--- src/hw/rtl/lzd_pkg.sv ---
// lzd_pkg: shared types for the lz77 token decoder
// byte type and the control structs passed between the copy sequencer and the byte stage
// depends on nothing
`timescale 1ns / 1ps

package lzd_pkg;

    localparam int BYTE_W = 8;

    typedef logic [BYTE_W-1:0] byte_t;

    // one issued byte, sequencer to byte stage
    typedef struct packed {
        logic valid;   // a byte is issued this cycle
        logic lit;     // byte is the token literal, no history read
        logic last;    // final byte of the token
        logic fwd;     // source is the entry being written this cycle
        logic filled;  // source entry has been written since reset
    } lzd_issue_t;

    // history write-back, byte stage to sequencer and memory
    typedef struct packed {
        logic  en;
        byte_t data;
    } lzd_wb_t;

endpackage

--- src/hw/rtl/lzd_byte_stage.sv ---
// lzd_byte_stage: resolves each byte from memory, forward path or literal,
// writes it back to the history and holds it in the output register
// depends on lzd_pkg
`timescale 1ns / 1ps

module lzd_byte_stage #(
    parameter int DIST_BITS = 12
) (
    input  logic                 clk,
    input  logic                 rst_n,
    // from sequencer
    input  lzd_pkg::lzd_issue_t  issue,
    input  lzd_pkg::byte_t       issue_lit_byte,
    input  logic [DIST_BITS-1:0] issue_pos,
    output logic                 stage_free,
    // history
    input  lzd_pkg::byte_t       rd_data,
    output lzd_pkg::lzd_wb_t     wb,
    output logic [DIST_BITS-1:0] wb_addr,
    // byte transaction
    output logic                 out_valid,
    input  logic                 out_stall,
    output lzd_pkg::byte_t       out_byte,
    output logic                 last_of_run
);
    import lzd_pkg::*;

    logic                 p_valid_reg, p_valid_next;
    logic                 p_lit_reg;
    logic                 p_last_reg;
    logic                 p_fwd_reg;
    logic                 p_filled_reg;
    byte_t                p_lit_byte_reg;
    byte_t                p_fwd_byte_reg;
    logic [DIST_BITS-1:0] p_pos_reg;

    logic                 out_valid_reg, out_valid_next;
    byte_t                out_byte_reg;
    logic                 last_reg;

    logic                 out_free;
    logic                 p_adv;
    byte_t                cur_byte;

    assign out_free   = !out_valid_reg || !out_stall;
    assign p_adv      = p_valid_reg && out_free;
    assign stage_free = !p_valid_reg || p_adv;

    // byte select: literal, forwarded write, stored entry or unwritten zero
    always_comb
    begin
        if (p_lit_reg)
        begin
            cur_byte = p_lit_byte_reg;
        end
        else if (p_fwd_reg)
        begin
            cur_byte = p_fwd_byte_reg;
        end
        else if (p_filled_reg)
        begin
            cur_byte = rd_data;
        end
        else
        begin
            cur_byte = '0;
        end
    end

    // write-back as the byte moves to the output register
    assign wb.en   = p_adv;
    assign wb.data = cur_byte;
    assign wb_addr = p_pos_reg;

    // valid flags next state
    always_comb
    begin
        p_valid_next = p_valid_reg;
        if (p_adv)
        begin
            p_valid_next = 1'b0;
        end
        if (issue.valid)
        begin
            p_valid_next = 1'b1;
        end
        out_valid_next = out_valid_reg;
        if (out_valid_reg && !out_stall)
        begin
            out_valid_next = 1'b0;
        end
        if (p_adv)
        begin
            out_valid_next = 1'b1;
        end
    end

    always_ff @(posedge clk or negedge rst_n)
    begin
        if (!rst_n)
        begin
            p_valid_reg   <= 1'b0;
            out_valid_reg <= 1'b0;
        end
        else
        begin
            p_valid_reg   <= p_valid_next;
            out_valid_reg <= out_valid_next;
        end
    end

    // pending byte payload
    always_ff @(posedge clk)
    begin
        if (issue.valid)
        begin
            p_lit_reg      <= issue.lit;
            p_last_reg     <= issue.last;
            p_fwd_reg      <= issue.fwd;
            p_filled_reg   <= issue.filled;
            p_lit_byte_reg <= issue_lit_byte;
            p_fwd_byte_reg <= cur_byte;
            p_pos_reg      <= issue_pos;
        end
    end

    // output register payload
    always_ff @(posedge clk)
    begin
        if (p_adv)
        begin
            out_byte_reg <= cur_byte;
            last_reg     <= p_last_reg;
        end
    end

    assign out_valid   = out_valid_reg;
    assign out_byte    = out_byte_reg;
    assign last_of_run = last_reg;

`ifndef SYNTH
    // a new byte is never issued over a pending one that cannot move
    a_no_overwrite: assert property (@(posedge clk) disable iff (!rst_n)
        issue.valid |-> (!p_valid_reg || out_free))
        else $error("issued byte overwrote pending byte");

    // a blocked pending byte keeps its history position
    a_pending_hold: assert property (@(posedge clk) disable iff (!rst_n)
        (p_valid_reg && !out_free) |=> (p_valid_reg && $stable(p_pos_reg)))
        else $error("blocked pending byte changed");

    // forwarding is only flagged against a write that really happens
    a_fwd_needs_write: assert property (@(posedge clk) disable iff (!rst_n)
        (issue.valid && issue.fwd) |-> wb.en)
        else $error("forward flagged without write-back");
`endif

endmodule

--- config.mk ---
export PLATFORM = sky130hd
export DESIGN_NAME = lzd_byte_stage
export DESIGN_NICKNAME = d
export VERILOG_FILES = /design/src/hw/rtl/lzd_pkg.sv /design/src/hw/rtl/lzd_byte_stage.sv
export SDC_FILE = /design/constraint.sdc
export NUM_CORES = 1
export LEC_CHECK = 0
export BUFFER_PORTS_ARGS = -buffer_cell sky130_fd_sc_hd__buf_2
export CAP_MARGIN = 30
export CORE_MARGIN = 1
export CORE_UTILIZATION = 48
export CTS_BUF_LIST = sky130_fd_sc_hd__clkbuf_8
export DETAILED_ROUTE_END_ITERATION = 8
export PLACE_DENSITY = 0.92
export SLEW_MARGIN = 30
export SYNTH_ARGS = -nofsm -noshare
export SYNTH_HDL_FRONTEND = slang
export SYNTH_SLANG_ARGS = --single-unit
--- constraint.sdc ---
create_clock -name clk -period 2.4 [get_ports clk]
set_clock_uncertainty 0.1 [all_clocks]
set_input_delay 0.12 -clock clk [delete_from_list [all_inputs] [get_ports clk]]
set_output_delay 0.12 -clock clk [all_outputs]
set_load 0.05 [all_outputs]
* Word level (Yosys, flattened, before mapping) *
Index checks and enable logic that the tools add are counted.

cells by class
  multiplexer cells = 7
  reductions and logical operators = 9

operators with widths
  operator             number
  $mux W8              3
  $mux W1              4
  $reduce_bool A2 Y1   2
  $logic_not A1 Y1     3
  $logic_and A1 B1 Y1  2
  $logic_or A1 B1 Y1   2

storage, ports and cells
  register bits = 43
  input bits = 36
  output and inout port bits = 32
  word-level logic and storage cells = 27

* Logic depth before layout (Yosys ltp) *
  word-level depth = 5
  mapped depth = 3
  gate-level depth less buffers = 2

* Least setup slack after synthesis *
Ideal clock, no wire load.

  kind = register -> register
  start = reg p_fwd_reg
  end = reg out_byte_reg[5], in the netlist out_byte[5], data pin
  setup time = 0.358 ns
  arrival = 1.541 ns
  data required time = 1.942 ns
  slack = 0.402 ns
  cell stages (with the launch flop) = 4
  buffers on the path = 1
  period minus slack after synthesis = 1.998 ns
  cell sequence = edfxtp_1 > buf_6 > nand3b_1 > a21oi_1

RTL lines
  what                    line                   RTL
  start, declared         lzd_byte_stage.sv:31   logic p_fwd_reg;
  start signal, assigned  lzd_byte_stage.sv:119  p_fwd_reg <= issue.fwd;
  end signal, assigned    lzd_byte_stage.sv:132  out_byte_reg <= cur_byte;
  end, declared           lzd_byte_stage.sv:38   byte_t out_byte_reg;

==> results.cfg <==
[grt]
busiest_layer = met2
grt_pass1_vias = 1130
grt_pass1_wl_um = 5382
use_met3 = 0.09011
antenna_found_initial = 0
use_met1 = 0.2595
grt_max_degree = 34
grt_use_met2 = 0.3908
overflow = 0
grt.total_usage = 0.2264

[placement]
hpwlAfterDp_um = 1921
pre_cts_ws_ns = 0.8437
routabilityCongestion = 0.7166
placedInstanceArea_um2 = 1901
dp.cells = 191
io_buffers = 67

[synth]
synth.net_count = 119
ys_seq_area_frac = 0.8352
yosysUniqueCellTypes = 14
syn_inst = 83
synth_top_family_by_area = simple AND/OR/NAND/NOR gates
synthMuxAreaShare = 0
synthXorXnorAreaFrac = 0
syn_area_per_cell_um2 = 18.48
ys_warn_count = 0
synth_simple_gate_area_share = 0.07993
synth_adder_area_share = 0
synth-compound-area-share = 0.06444
post_synth_instance_area_um2 = 1534
synth-seq-cells = 43

[power]
p_leak_nw = 0.9046
p_int_mw = 1.205
irDropWorstVdd_uv = 575.8
power_frac_comb = 0.215
p_per_area_nw_per_um2 = 782.1
p_clk_frac = 0.254
p_switching_mw = 0.5504
power_mw = 1.756
netSwitchingFraction = 0.3135
p_seq_frac = 0.531

[timing]
max_freq_mhz = 507.4
tightest_slew_ns = 0.6929
period_needed_ns = 1.971
timing.slew.headroom = 0.5381
fin_crit_sh = 0.8213
setup-tns-final_ns = 0
holdWs_ns = 0.03108
setup_slack_ns = 0.4290
rsz0062_at_grt = no
drv_slew = 0
hold_viol_final = 0
setup_viol = 0

[worst_hold_path]
hp-class = in2async

[cts]
cts_buffers = 5
post_cts_resized = 0
max-clock-path-buffers = 2
h-tree-depth = 2
cts_tree = yes
ctsHoldBuffers = 26
ctsRootBufferMaster = clkbuf_8
cts_setup_buffers = 0
cts.clk_slew.worst_paths_ns = 0.09
cts_sinks = 43
clk_latency_ns = 0.30

[die]
fp.dieArea_um2 = 3426
coreArea_um2 = 3053
die_h_um = 58.53
die_x_um = 58.53
pin_count = 68
start_util = 0.5025
rows = 20

[finish]
largest_reg_flops = 12
antenna_cells = 0
final_common_cell = buf_2
stdcell_count = 225
final.fill_count = 187
final_area_um2 = 2245
syn_to_final_growth_pct = 46.33
layout_common_cells = 67 x buf_2, 41 x edfxtp_1, 26 x dlygate4sd3_1
nets = 216
drive_gt1_frac = 0.4144
postLayoutCoreUtil = 0.7352

[worst_setup_path]
cp_max_fo = 16
critPathSlowestCell = edfxtp_1
critPathKind = reg2out
worstSetupStartpointType = register
critPathBufInv = 1
required_ns = 2.18
cp.arrival_ns = 1.75
crit_chain = nand3b_1, a21oi_1, buf_2
cp-end-kind = primary output
cp_top_family = flip-flops
critical_path.max_stage_delay_ns = 0.59

[status]
status = finished, final reports clean

[run]
cap_violations = 0

[routing]
wl_per_cell_um = 16.53
drc = 0
drt_iter0_markers = 53
avgViaCountPerCell = 5.009
ant_nets = 0
wirelength_um = 3719
vias = 1127
first_pass_iters = 4
-- synth_stat cells, drive strengths merged --
master  number  area share
buf          4       0.020
a21o         1      0.0049
nand3        1      0.0033
nand2b       1      0.0041
nor2b        7       0.029
nand3b       8       0.039
dfrtp        2       0.033
a21boi       1      0.0049
a21oi       16       0.055
edfxtp      41        0.80
and2b        1      0.0049
-- logic make-up (layout without fill, tap and decap cells) --
kind of cell / after synthesis / count (layout)
flip-flops: 43 / 43
AO/OA/AOI/OAI: 18 / 18
buffers and inverters: 4 / 102
AND/OR/NAND/NOR: 18 / 18
-- final cells by class --
| cell class | instances | area (µm²) | area share |
|---|---|---|---|
| sequential | 43 | 1281 | 0.5708 |
| timing repair buffer | 94 | 603.1 | 0.2687 |
| multi-input combinational | 36 | 221.5 | 0.09866 |
| clock buffer | 5 | 68.82 | 0.03066 |
| tap | 44 | 55.05 | 0.02453 |
| clock inverter | 3 | 15.01 | 0.006689 |
-- layer usage --
layer  share of wire  vias to the layer above
li1                -                      506
met1            0.38                      546
met2            0.52                       73
met3           0.095                        2
met4          0.0043                        0
met5               0                        -
-- path summary, 6_finish.rpt --
path | to | slack [ns] | cells after the start | startpoint
min in group clk | out_byte[6] | 0.15 | 3 | rd_data[6]
max reg2reg | out_byte[1] | 0.85 | 2 | out_valid
max | wb[7] | 0.43 | 3 | p_fwd_reg
min reg2reg | last_of_run | 0.33 | 0 | p_last_reg
min | out_valid | 0.03 | 2 | rst_n
max in group asynchronous | p_valid_reg | 2.07 | 2 | rst_n
-- power by group through the flow --
| stage | Sequential (mW) | Clock, mW | Combinational, mW |
|---|---|---|---|
| final | 0.932 | 0.446 | 0.377 |
| after global routing | 0.938 | 0.486 | 0.392 |
| after CTS | 0.930 | 0.444 | 0.370 |
| after detailed placement | 0.946 | 0 | 0.336 |
| after global placement | 0.943 | 0 | 0.330 |
| after floorplan | 1.05 | 0 | 0.133 |
(Power assumes the default switching activity.)
