## src/hw/rtl/lzd_pkg.sv

```systemverilog
// lzd_pkg: shared types for the lz77 token decoder
// byte type and the control structs passed between the copy sequencer and the byte stage
// depends on nothing
`timescale 1ns / 1ps

package lzd_pkg;

    localparam int BYTE_W = 8;

    typedef logic [BYTE_W-1:0] byte_t;

    // one issued byte, sequencer to byte stage
    typedef struct packed {
        logic valid;   // a byte is issued this cycle
        logic lit;     // byte is the token literal, no history read
        logic last;    // final byte of the token
        logic fwd;     // source is the entry being written this cycle
        logic filled;  // source entry has been written since reset
    } lzd_issue_t;

    // history write-back, byte stage to sequencer and memory
    typedef struct packed {
        logic  en;
        byte_t data;
    } lzd_wb_t;

endpackage

```

## src/hw/rtl/lzd_copy_seq.sv

```systemverilog
// lzd_copy_seq: token register, byte counter and history read addressing
// tracks the fill of the history since reset and flags read-during-write forwarding
// depends on lzd_pkg
`timescale 1ns / 1ps

module lzd_copy_seq #(
    parameter int LEN_BITS  = 4,
    parameter int DIST_BITS = 12
) (
    input  logic                 clk,
    input  logic                 rst_n,
    // token transaction
    input  logic                 in_valid,
    output logic                 in_stall,
    input  logic [LEN_BITS-1:0]  match_length,
    input  logic [DIST_BITS-1:0] match_distance,
    input  lzd_pkg::byte_t       literal_byte,
    // byte stage
    input  logic                 stage_free,
    output lzd_pkg::lzd_issue_t  issue,
    output lzd_pkg::byte_t       issue_lit_byte,
    output logic [DIST_BITS-1:0] issue_pos,
    input  lzd_pkg::lzd_wb_t     wb,
    input  logic [DIST_BITS-1:0] wb_addr,
    // history read
    output logic                 rd_en,
    output logic [DIST_BITS-1:0] rd_addr
);
    import lzd_pkg::*;

    logic [LEN_BITS-1:0]  rem_reg, rem_next;
    logic [DIST_BITS-1:0] dist_reg, dist_next;
    logic                 lit_reg, lit_next;
    byte_t                lit_byte_reg, lit_byte_next;
    logic [DIST_BITS-1:0] pos_reg, pos_next;
    logic                 wrapped_reg, wrapped_next;

    logic                 issue_fire;
    logic                 load;
    logic [DIST_BITS-1:0] src;

    // issue one byte whenever the byte stage can take it
    assign issue_fire = (rem_reg != '0) && stage_free;
    assign in_stall   = !((rem_reg == '0) ||
                          ((rem_reg == LEN_BITS'(1)) && issue_fire));
    assign load       = in_valid && !in_stall;

    // source entry sits distance+1 behind the next write position
    assign src = pos_reg - dist_reg - DIST_BITS'(1);

    assign rd_en   = issue_fire && !lit_reg;
    assign rd_addr = src;

    // issued byte description
    always_comb
    begin
        issue.valid    = issue_fire;
        issue.lit      = lit_reg;
        issue.last     = (rem_reg == LEN_BITS'(1));
        issue.fwd      = wb.en && (wb_addr == src);
        issue.filled   = wrapped_reg || (src < pos_reg);
        issue_lit_byte = lit_byte_reg;
        issue_pos      = pos_reg;
    end

    // token and position next state
    always_comb
    begin
        rem_next      = rem_reg;
        dist_next     = dist_reg;
        lit_next      = lit_reg;
        lit_byte_next = lit_byte_reg;
        pos_next      = pos_reg;
        wrapped_next  = wrapped_reg;
        if (issue_fire)
        begin
            rem_next = rem_reg - LEN_BITS'(1);
            pos_next = pos_reg + DIST_BITS'(1);
            if (&pos_reg)
            begin
                wrapped_next = 1'b1;
            end
        end
        if (load)
        begin
            lit_next      = (match_length == '0);
            rem_next      = (match_length == '0) ? LEN_BITS'(1) : match_length;
            dist_next     = match_distance;
            lit_byte_next = literal_byte;
        end
    end

    // control registers
    always_ff @(posedge clk or negedge rst_n)
    begin
        if (!rst_n)
        begin
            rem_reg     <= '0;
            pos_reg     <= '0;
            wrapped_reg <= 1'b0;
        end
        else
        begin
            rem_reg     <= rem_next;
            pos_reg     <= pos_next;
            wrapped_reg <= wrapped_next;
        end
    end

    // token payload registers
    always_ff @(posedge clk)
    begin
        dist_reg     <= dist_next;
        lit_reg      <= lit_next;
        lit_byte_reg <= lit_byte_next;
    end

`ifndef SYNTH
    // each issued byte advances the write position by one
    a_pos_step: assert property (@(posedge clk) disable iff (!rst_n)
        issue_fire |=> (pos_reg == $past(pos_reg) + DIST_BITS'(1)))
        else $error("write position did not advance on issue");

    // a new token only loads once the current one is on its last byte
    a_load_gap: assert property (@(posedge clk) disable iff (!rst_n)
        load |-> ((rem_reg == '0) || (rem_reg == LEN_BITS'(1))))
        else $error("token loaded over unfinished copy");

    // the token channel is open whenever no copy is running
    a_idle_open: assert property (@(posedge clk) disable iff (!rst_n)
        (rem_reg == '0) |-> !in_stall)
        else $error("token channel stalled while idle");
`endif

endmodule

```

## config.mk

```make
export PLATFORM = sky130hd
export DESIGN_NAME = lzd_copy_seq
export DESIGN_NICKNAME = d
export VERILOG_FILES = /design/src/hw/rtl/lzd_pkg.sv /design/src/hw/rtl/lzd_copy_seq.sv
export SDC_FILE = /design/constraint.sdc
export NUM_CORES = 1
export LEC_CHECK = 0
export ABC_AREA = 0
export BUFFER_PORTS_ARGS = -buffer_cell sky130_fd_sc_hd__buf_2
export CAP_MARGIN = 20
export CORE_MARGIN = 3
export CORE_UTILIZATION = 35
export DETAILED_ROUTE_END_ITERATION = 10
export GPL_ROUTABILITY_DRIVEN = 0
export PLACE_DENSITY = 0.6
export REMOVE_ABC_BUFFERS = 1
export SETUP_SLACK_MARGIN = 0.2
export SLEW_MARGIN = 15
export SYNTH_ARGS = -nofsm -noshare
export SYNTH_HDL_FRONTEND = slang
export SYNTH_SLANG_ARGS = --single-unit
```

## constraint.sdc

```tcl
create_clock -name clk -period 2.8 [get_ports clk]
set_input_delay 0 -clock clk [delete_from_list [all_inputs] [get_ports clk]]
set_output_delay 0 -clock clk [all_outputs]
set_load 0.02 [all_outputs]
```

* Word level (Yosys, flattened, before mapping)
Index checks and enable logic that the tools add are counted.
** Storage, ports and cells
- Register bits :: 38
- Bits of input ports :: 49
- Word-level logic and storage cells :: 30
- Output and inout port bits :: 39
** Cells by class
- Order comparisons :: 1
- Muxes and demuxes :: 3
- Reductions and logical operators :: 14
- Add/subtract/negate cells :: 4
- Equality and inequality tests :: 2
** Operators by type and width (count)
- AND reduction 13 bit :: 1
- adder 12 x 1 -> 12 bit, second input constant :: 1
- equality test 12 bit :: 1
- less-than comparator 12 bit :: 1
- two-way mux 4 bit :: 3
- subtractor 12 x 1 -> 12 bit, second input constant :: 1
- subtractor 12 bit :: 1
- logical NOT 4 bit :: 2
- logical AND 1 bit :: 5
- equality test 4 x 1 -> 1 bit, second input constant :: 1
- nonzero test 4 bit :: 1
- subtractor 4 x 1 -> 4 bit, second input constant :: 1
- logical NOT 1 bit :: 2
- logical OR 1 bit :: 2
- nonzero test 2 bit :: 1

* Logic depth before layout (Yosys ltp)
Gate-level depths: netlist of run 1.
- Depth after elaboration :: 6
- Mapped depth :: 13
- Mapped depth without buffers :: 13

* Worst setup path before layout of run 1
OpenSTA, ideal clock, no wires.
- Kind :: register to output
- Start point :: reg pos_reg[0] (netlist: issue_pos[0])
- End point :: out issue[0] (netlist bit)
- Stages on the path, launching flop included :: 12
- Slack :: -0.587 ns
- Data arrival time :: 3.387 ns
- Required time :: 2.800 ns
- Cells stage by stage :: dfrtp_1 ha_1 fa_1 a211oi_1 o21bai_1 a31oi_2 o21bai_1 xor2_1 ha_1 and3_1 o41ai_1 o21a_1
** RTL lines
- from (decl) :: RTL line lzd_copy_seq.sv:35 : logic [DIST_BITS-1:0] pos_reg, pos_next;
- from (signal assigned) :: RTL line lzd_copy_seq.sv:105 : pos_reg <= pos_next;
- to (decl) :: RTL line lzd_copy_seq.sv:20 : output lzd_pkg::lzd_issue_t issue,

==> flow_summary.json, run 1 <==
{
  "status": "finished with violations",
  "violations": "setup timing",
  "max_cap_viol_count": 0,
  "cts-buffers-inserted": 5,
  "drt-initial-drc-count": 57,
  "n_antenna_cell": 0,
  "vias_per_cell": 4.674,
  "ant_nets": 0,
  "cts_tree": "done",
  "coreArea_mm2": 0.007331,
  "drt_first_pass_iters": 4,
  "numPortBuffers": 79,
  "max_slew_margin": 0.7040,
  "grt_usage": 0.1618,
  "setup_slack_ns": -0.3750,
  "yosys_warnings": 0,
  "p_int_mw": 2.715,
  "r2r_cells": 7,
  "grt_pass1_wl_mm": 11.23,
  "crit_cells": 12,
  "design.die.area_mm2": 0.008683,
  "rsz0062_at_grt": "yes",
  "synth.area.top_cells": "edfxtp_1 24%, dfrtp_1 16%, ha_1 11%",
  "power.switching_mw": 2.056,
  "seqPwrFrac": 0.171,
  "start_util": 0.3629,
  "grt_pass1_vias": 2424,
  "setup_violations": 2,
  "post-route-period-util": 1.134,
  "drc": 0,
  "min_to": "rem_reg[3]",
  "crit_arrival_ns": 3.18,
  "crit_buf_inv": 1,
  "cts_buffer_depth": 2,
  "grt_start_max_net_pins": 18,
  "cts_htree_levels": 2,
  "cts_root_buf": "clkbuf_8",
  "dp_hpwl_mm": 5.246,
  "drive_above_1_share": 0.4135,
  "hold_depth": 3,
  "cp_slowest_cell": "dfrtp_1",
  "r2r-end": "dist_reg[11]",
  "slew_violations": 0,
  "pwr_density_cell_mw_per_mm2": 1187,
  "worstHoldStart": "stage_free",
  "leakagePower_nw": 1.894,
  "worstPathRequired_ns": 2.80,
  "min_period_ns": 3.175,
  "rrSetupSlack_ns": 0.70,
  "p_clk_frac": 0.117,
  "synth.cell_area_mm2": 0.002660,
  "yosysSeqAreaShare": 0.3970,
  "synth_top_area_frac": 0.2371,
  "ys_async_sr_fraction": 0.4474,
  "ios": 88,
  "syn_inst": 260,
  "synth_top_cell_by_area": "edfxtp_1",
  "finalNetCount": 489,
  "synth-edff-count": 21,
  "antenna_found_initial": 0,
  "synth_cell_types": 54,
  "worstMarginPinSlew_ns": 0.4379,
  "crit_chain": "ha_4 > fa_2 > a211oi_4 > o21bai_2 > a31oi_4 > o21bai_1 > xor2_1 > ha_1 > and3_1 > o41ai_2 > o21a_1 > buf_6",
  "routed_wl_mm": 6.878,
  "crit_family": "compound AO/OA/AOI/OAI gates",
  "critical-path-max-stage-delay_ns": 0.41,
  "swShare": 0.4310,
  "clk_pin_slew_ns": 0.08,
  "path_class": "flop to output port",
  "syn_area_per_cell_um2": 10.23,
  "finalPower_mw": 4.771,
  "worst_setup_path_start_kind": "flop",
  "crit_path_end_kind": "output port",
  "grt-ovfl-total": 0,
  "die_w_um": 93.18,
  "ys_seq_elements": 38,
  "area_growth_pct": 51.08,
  "dr_total_vias": 2407,
  "ys.flop_type": "edfxtp_1",
  "reg2reg_from": "rem_reg[0]",
  "dp_cells": 474,
  "worstPathMaxFanout": 3,
  "fp.dieH_um": 93.18,
  "fmax_mhz": 315.0,
  "cts_sinks": 38,
  "clock_skew_ns": 0.007233,
  "ir_worst_vdd_mv": 0.4355,
  "clkLatencyLatePin_ns": 0.29,
  "hold_viol_final": 0,
  "p_comb_frac": 0.713,
  "row_count": 31,
  "wl_per_cell_um": 13.36,
  "hold_class": "input pin to flop",
  "fin_cells": 515
}
timing repair:
action,4_1_cts,5_1_grt
endpoints found under the hold margin,38,0
pin swaps,20,12
gates resized for setup,13,14
hold buffers,22,0
endpoints found under the setup margin,4,5
buffers inserted,8,3
worst max path at each step:
stage,endpoint,from,slack [ns]
after floorplan,issue[0],issue_pos[0],-0.59
after global placement,issue[0],issue_pos[0],-0.26
after detailed placement,issue[0],issue_pos[0],-0.27
after CTS,issue[0],dist_reg[1],-0.33
after global routing,issue[0],issue_pos[0],-0.49
final,issue[0],issue_pos[0],-0.38
placed cells by master, fill, tap and decap left out, types with 3 or more instances in the layout:
cell           instances
o21ai_1                4
nand2b_1               4
clkbuf_8               5
nor2_1                10
o211ai_1               4
buf_2                 76
a21o_1                 3
xor2_1                 9
o21a_1                 4
dfrtp_1               17
inv_1                 30
xnor2_2                3
o21ai_0                6
nor4_1                 4
dlygate4sd3_1         22
nand3_1                5
a21oi_1                7
buf_4                 54
xnor2_1               19
buf_6                  4
nor3_1                 7
a21oi_2                3
nand4_1                6
nand2_1               16
ha_1                  21
edfxtp_1              21
stage by stage:
step | setup WS (ns) | setup TNS, ns | utilization | hold WS, ns | instance area, µm²
5_1_grt | -0.4948 | -0.9466 | 0.5482 | 0.01885 | 4019
3_3_place_gp | -0.2627 | -0.3019 | 0.4723 | -0.04144 | 3462
2_1_floorplan | -0.5872 | -0.8151 | - | -0.2956 | 2613
3_5_place_dp | -0.2744 | -0.3582 | 0.4723 | -0.03573 | 3462
4_1_cts | -0.3333 | -0.5576 | 0.5359 | 0.01628 | 3929
6_report | -0.3750 | -0.6172 | 0.5482 | 0.02489 | 4019
per-layer routing:
layer	part of all wire	vias up	track usage
met5	0	-	0
met2	0.51	53	0.2867
met3	0.038	6	0.02574
met1	0.44	1115	0.2052
li1	-	1233	-
met4	0.011	0	0.04029
cell usage after synthesis (all sizes together) (7+ instances only):
| cell type | number |
|---|---|
| dfrtp | 17 |
| edfxtp | 21 |
| a21oi | 11 |
| nor3 | 7 |
| ha | 24 |
| xor2 | 10 |
| buf | 8 |
| xnor2 | 22 |
| o21ai | 12 |
| nor2 | 10 |
| inv | 31 |
| nand2 | 17 |
cell type report:
type,count,area (µm²)
Sequential cell,38,1056
Tap cell,99,123.9
Inverter,31,116.4
Clock inverter,3,68.82
Fill cell,644,3312
Timing Repair Buffer,156,1051
Multi-Input combinational cell,183,1534
Clock buffer,5,68.82
power groups by stage:
stage	Clock [mW]	Combinational [mW]	Sequential (mW)
2_1_floorplan	0	1.75	0.954
3_5_place_dp	0	3.00	0.821
5_1_grt	0.593	3.71	0.832
4_1_cts	0.572	3.24	0.809
6_report	0.556	3.40	0.814
3_3_place_gp	0	2.95	0.818
worst min-delay path: stages:
cell and delay (ns):
buf_2 0.12, nand2_1 0.06, a22o_1 0.11
cells by family (layout without fill, tap and decap cells):
group / Yosys count / after routing / share of synthesized area
AND/OR/NAND/NOR: 65 / 65 / 0.1289
flip-flops: 38 / 38 / 0.3970
XOR/XNOR: 34 / 34 / 0.1223
multiplexers: 3 / 3 / 0.01364
adder cells (fa/ha/maj): 25 / 25 / 0.1204
buffers and inverters: 39 / 195 / 0.06162
AO/OA/AOI/OAI: 56 / 56 / 0.1562
Note: power is estimated with default switching activity, not from simulation.
==> run 2, diff against run 1 <==
SETUP_SLACK_MARGIN = 0.3   (was 0.2)
==> flow_summary.json, run 2 (same netlist as run 1, synthesis figures left out) <==
{
  "status": "finished with violations",
  "violations": "setup timing",
  "cts_root_buf": "clkbuf_8",
  "area_growth_pct": 52.54,
  "leakagePower_nw": 1.909,
  "nFillCells": 635,
  "post-route-period-util": 1.134,
  "numPortBuffers": 79,
  "grt_usage": 0.1618,
  "finalPower_mw": 4.860,
  "grt_pass1_vias": 2424,
  "wl_per_cell_um": 13.29,
  "max_cap_viol_count": 0,
  "n_antenna_cell": 0,
  "setup_violations": 2,
  "worst_setup_path_start_kind": "flop",
  "antenna_found_initial": 0,
  "routed_wl_mm": 6.856,
  "worstPathMaxFanout": 3,
  "drt_first_pass_iters": 6,
  "hold_class": "input pin to flop",
  "row_count": 31,
  "coreArea_mm2": 0.007331,
  "cts_sinks": 38,
  "cts_buffer_depth": 2,
  "design.die.area_mm2": 0.008683,
  "cts-buffers-inserted": 5,
  "fmax_mhz": 315.0,
  "hold_viol_final": 0,
  "slew_violations": 0,
  "worstPathRequired_ns": 2.80,
  "dp_hpwl_mm": 5.246,
  "die_w_um": 93.18,
  "ir_worst_vdd_mv": 0.4344,
  "layout_common_cells": "73 x buf_2, 55 x buf_4, 30 x inv_1",
  "rsz0062_at_grt": "yes",
  "cts_tree": "done",
  "vias_per_cell": 4.669,
  "grt_pass1_wl_mm": 11.23,
  "finalNetCount": 490,
  "dr_total_vias": 2409,
  "fp.dieH_um": 93.18,
  "start_util": 0.3629,
  "path_class": "flop to output port",
  "drc": 0,
  "setup_slack_ns": -0.3748,
  "grt-ovfl-total": 0,
  "min_period_ns": 3.175,
  "drt-initial-drc-count": 61,
  "worstMarginPinSlew_ns": 0.4326,
  "ant_nets": 0,
  "crit_path_end_kind": "output port",
  "drive_above_1_share": 0.4221,
  "clk_pin_slew_ns": 0.08,
  "crit_arrival_ns": 3.17,
  "cts_htree_levels": 2,
  "clkLatencyLatePin_ns": 0.29,
  "final_common_cell": "buf_2",
  "clock_skew_ns": 0.007489,
  "max_slew_margin": 0.7076,
  "hold_slack_ns": 0.02740,
  "grt_start_max_net_pins": 18,
  "pwr_density_cell_mw_per_mm2": 1198,
  "ios": 88
}
[run 2: metal layers]
metal	up-vias	routed length [µm]	track usage
met4	0	72	0.04029
met3	5	268	0.02574
met5	-	0	0
met2	51	3508	0.2867
met1	1118	3006	0.2052
li1	1235	-	-
[run 2: stage by stage]
stage               area [µm²]  setup WS, ns  utilization  setup TNS [ns]  cells
detailed placement        3462       -0.2744       0.4723         -0.3582    474
finish                    4058       -0.3748       0.5535         -0.6169    516
CTS                       3929       -0.3333       0.5359         -0.5576    512
global route              4058       -0.4946       0.5535         -0.9461    516
global placement          3462       -0.2627       0.4723         -0.3019    474
floorplan                 2613       -0.5872            -         -0.8151    252
[run 2: report_power, final]
part           internal (mW)  switching (mW)
clock                  0.357           0.199
combinational           1.70            1.79
sequential             0.730          0.0842
[run 2: final timing paths]
kind,slack [ns],depth (start not counted),endpoint,start
max,-0.37,12,issue[0],issue_pos[0]
min,0.03,3,rem_reg[3],stage_free
max reg2reg,0.70,7,dist_reg[11],rem_reg[0]
min reg2reg,0.51,1,wrapped_reg,wrapped_reg
max in group asynchronous,2.33,2,rem_reg[0],rst_n
min in group asynchronous,0.18,2,issue_pos[5],rst_n
[run 2: repair_timing]
action	in CTS	in global routing
resized for setup	13	23
pin swaps	20	16
gates cloned	0	0
setup endpoints to repair	4	7
endpoints found under the hold margin	38	0
setup buffers	8	4
hold buffers	22	0
[run 2: worst max-delay path, stage by stage, from the launching register on]
cell      delay, ns
dfrtp_1        0.41
ha_4           0.18
fa_2           0.39
a211oi_4       0.27
o21bai_2       0.14
a31oi_4        0.23
o21bai_1       0.10
xor2_1         0.22
ha_1           0.28
and3_1         0.18
o41ai_2        0.19
o21a_1         0.18
buf_6          0.12
[run 2: final cells by class]
class / instances / area [µm²] / area share
multi-input cells: 183 / 1546 / 0.3811
repair buffers: 157 / 1077 / 0.2655
flip-flops and latches: 38 / 1056 / 0.2603
well taps: 99 / 123.9 / 0.03053
inverters: 31 / 116.4 / 0.02868
clock buffers: 5 / 68.82 / 0.01696
clock inverters: 3 / 68.82 / 0.01696
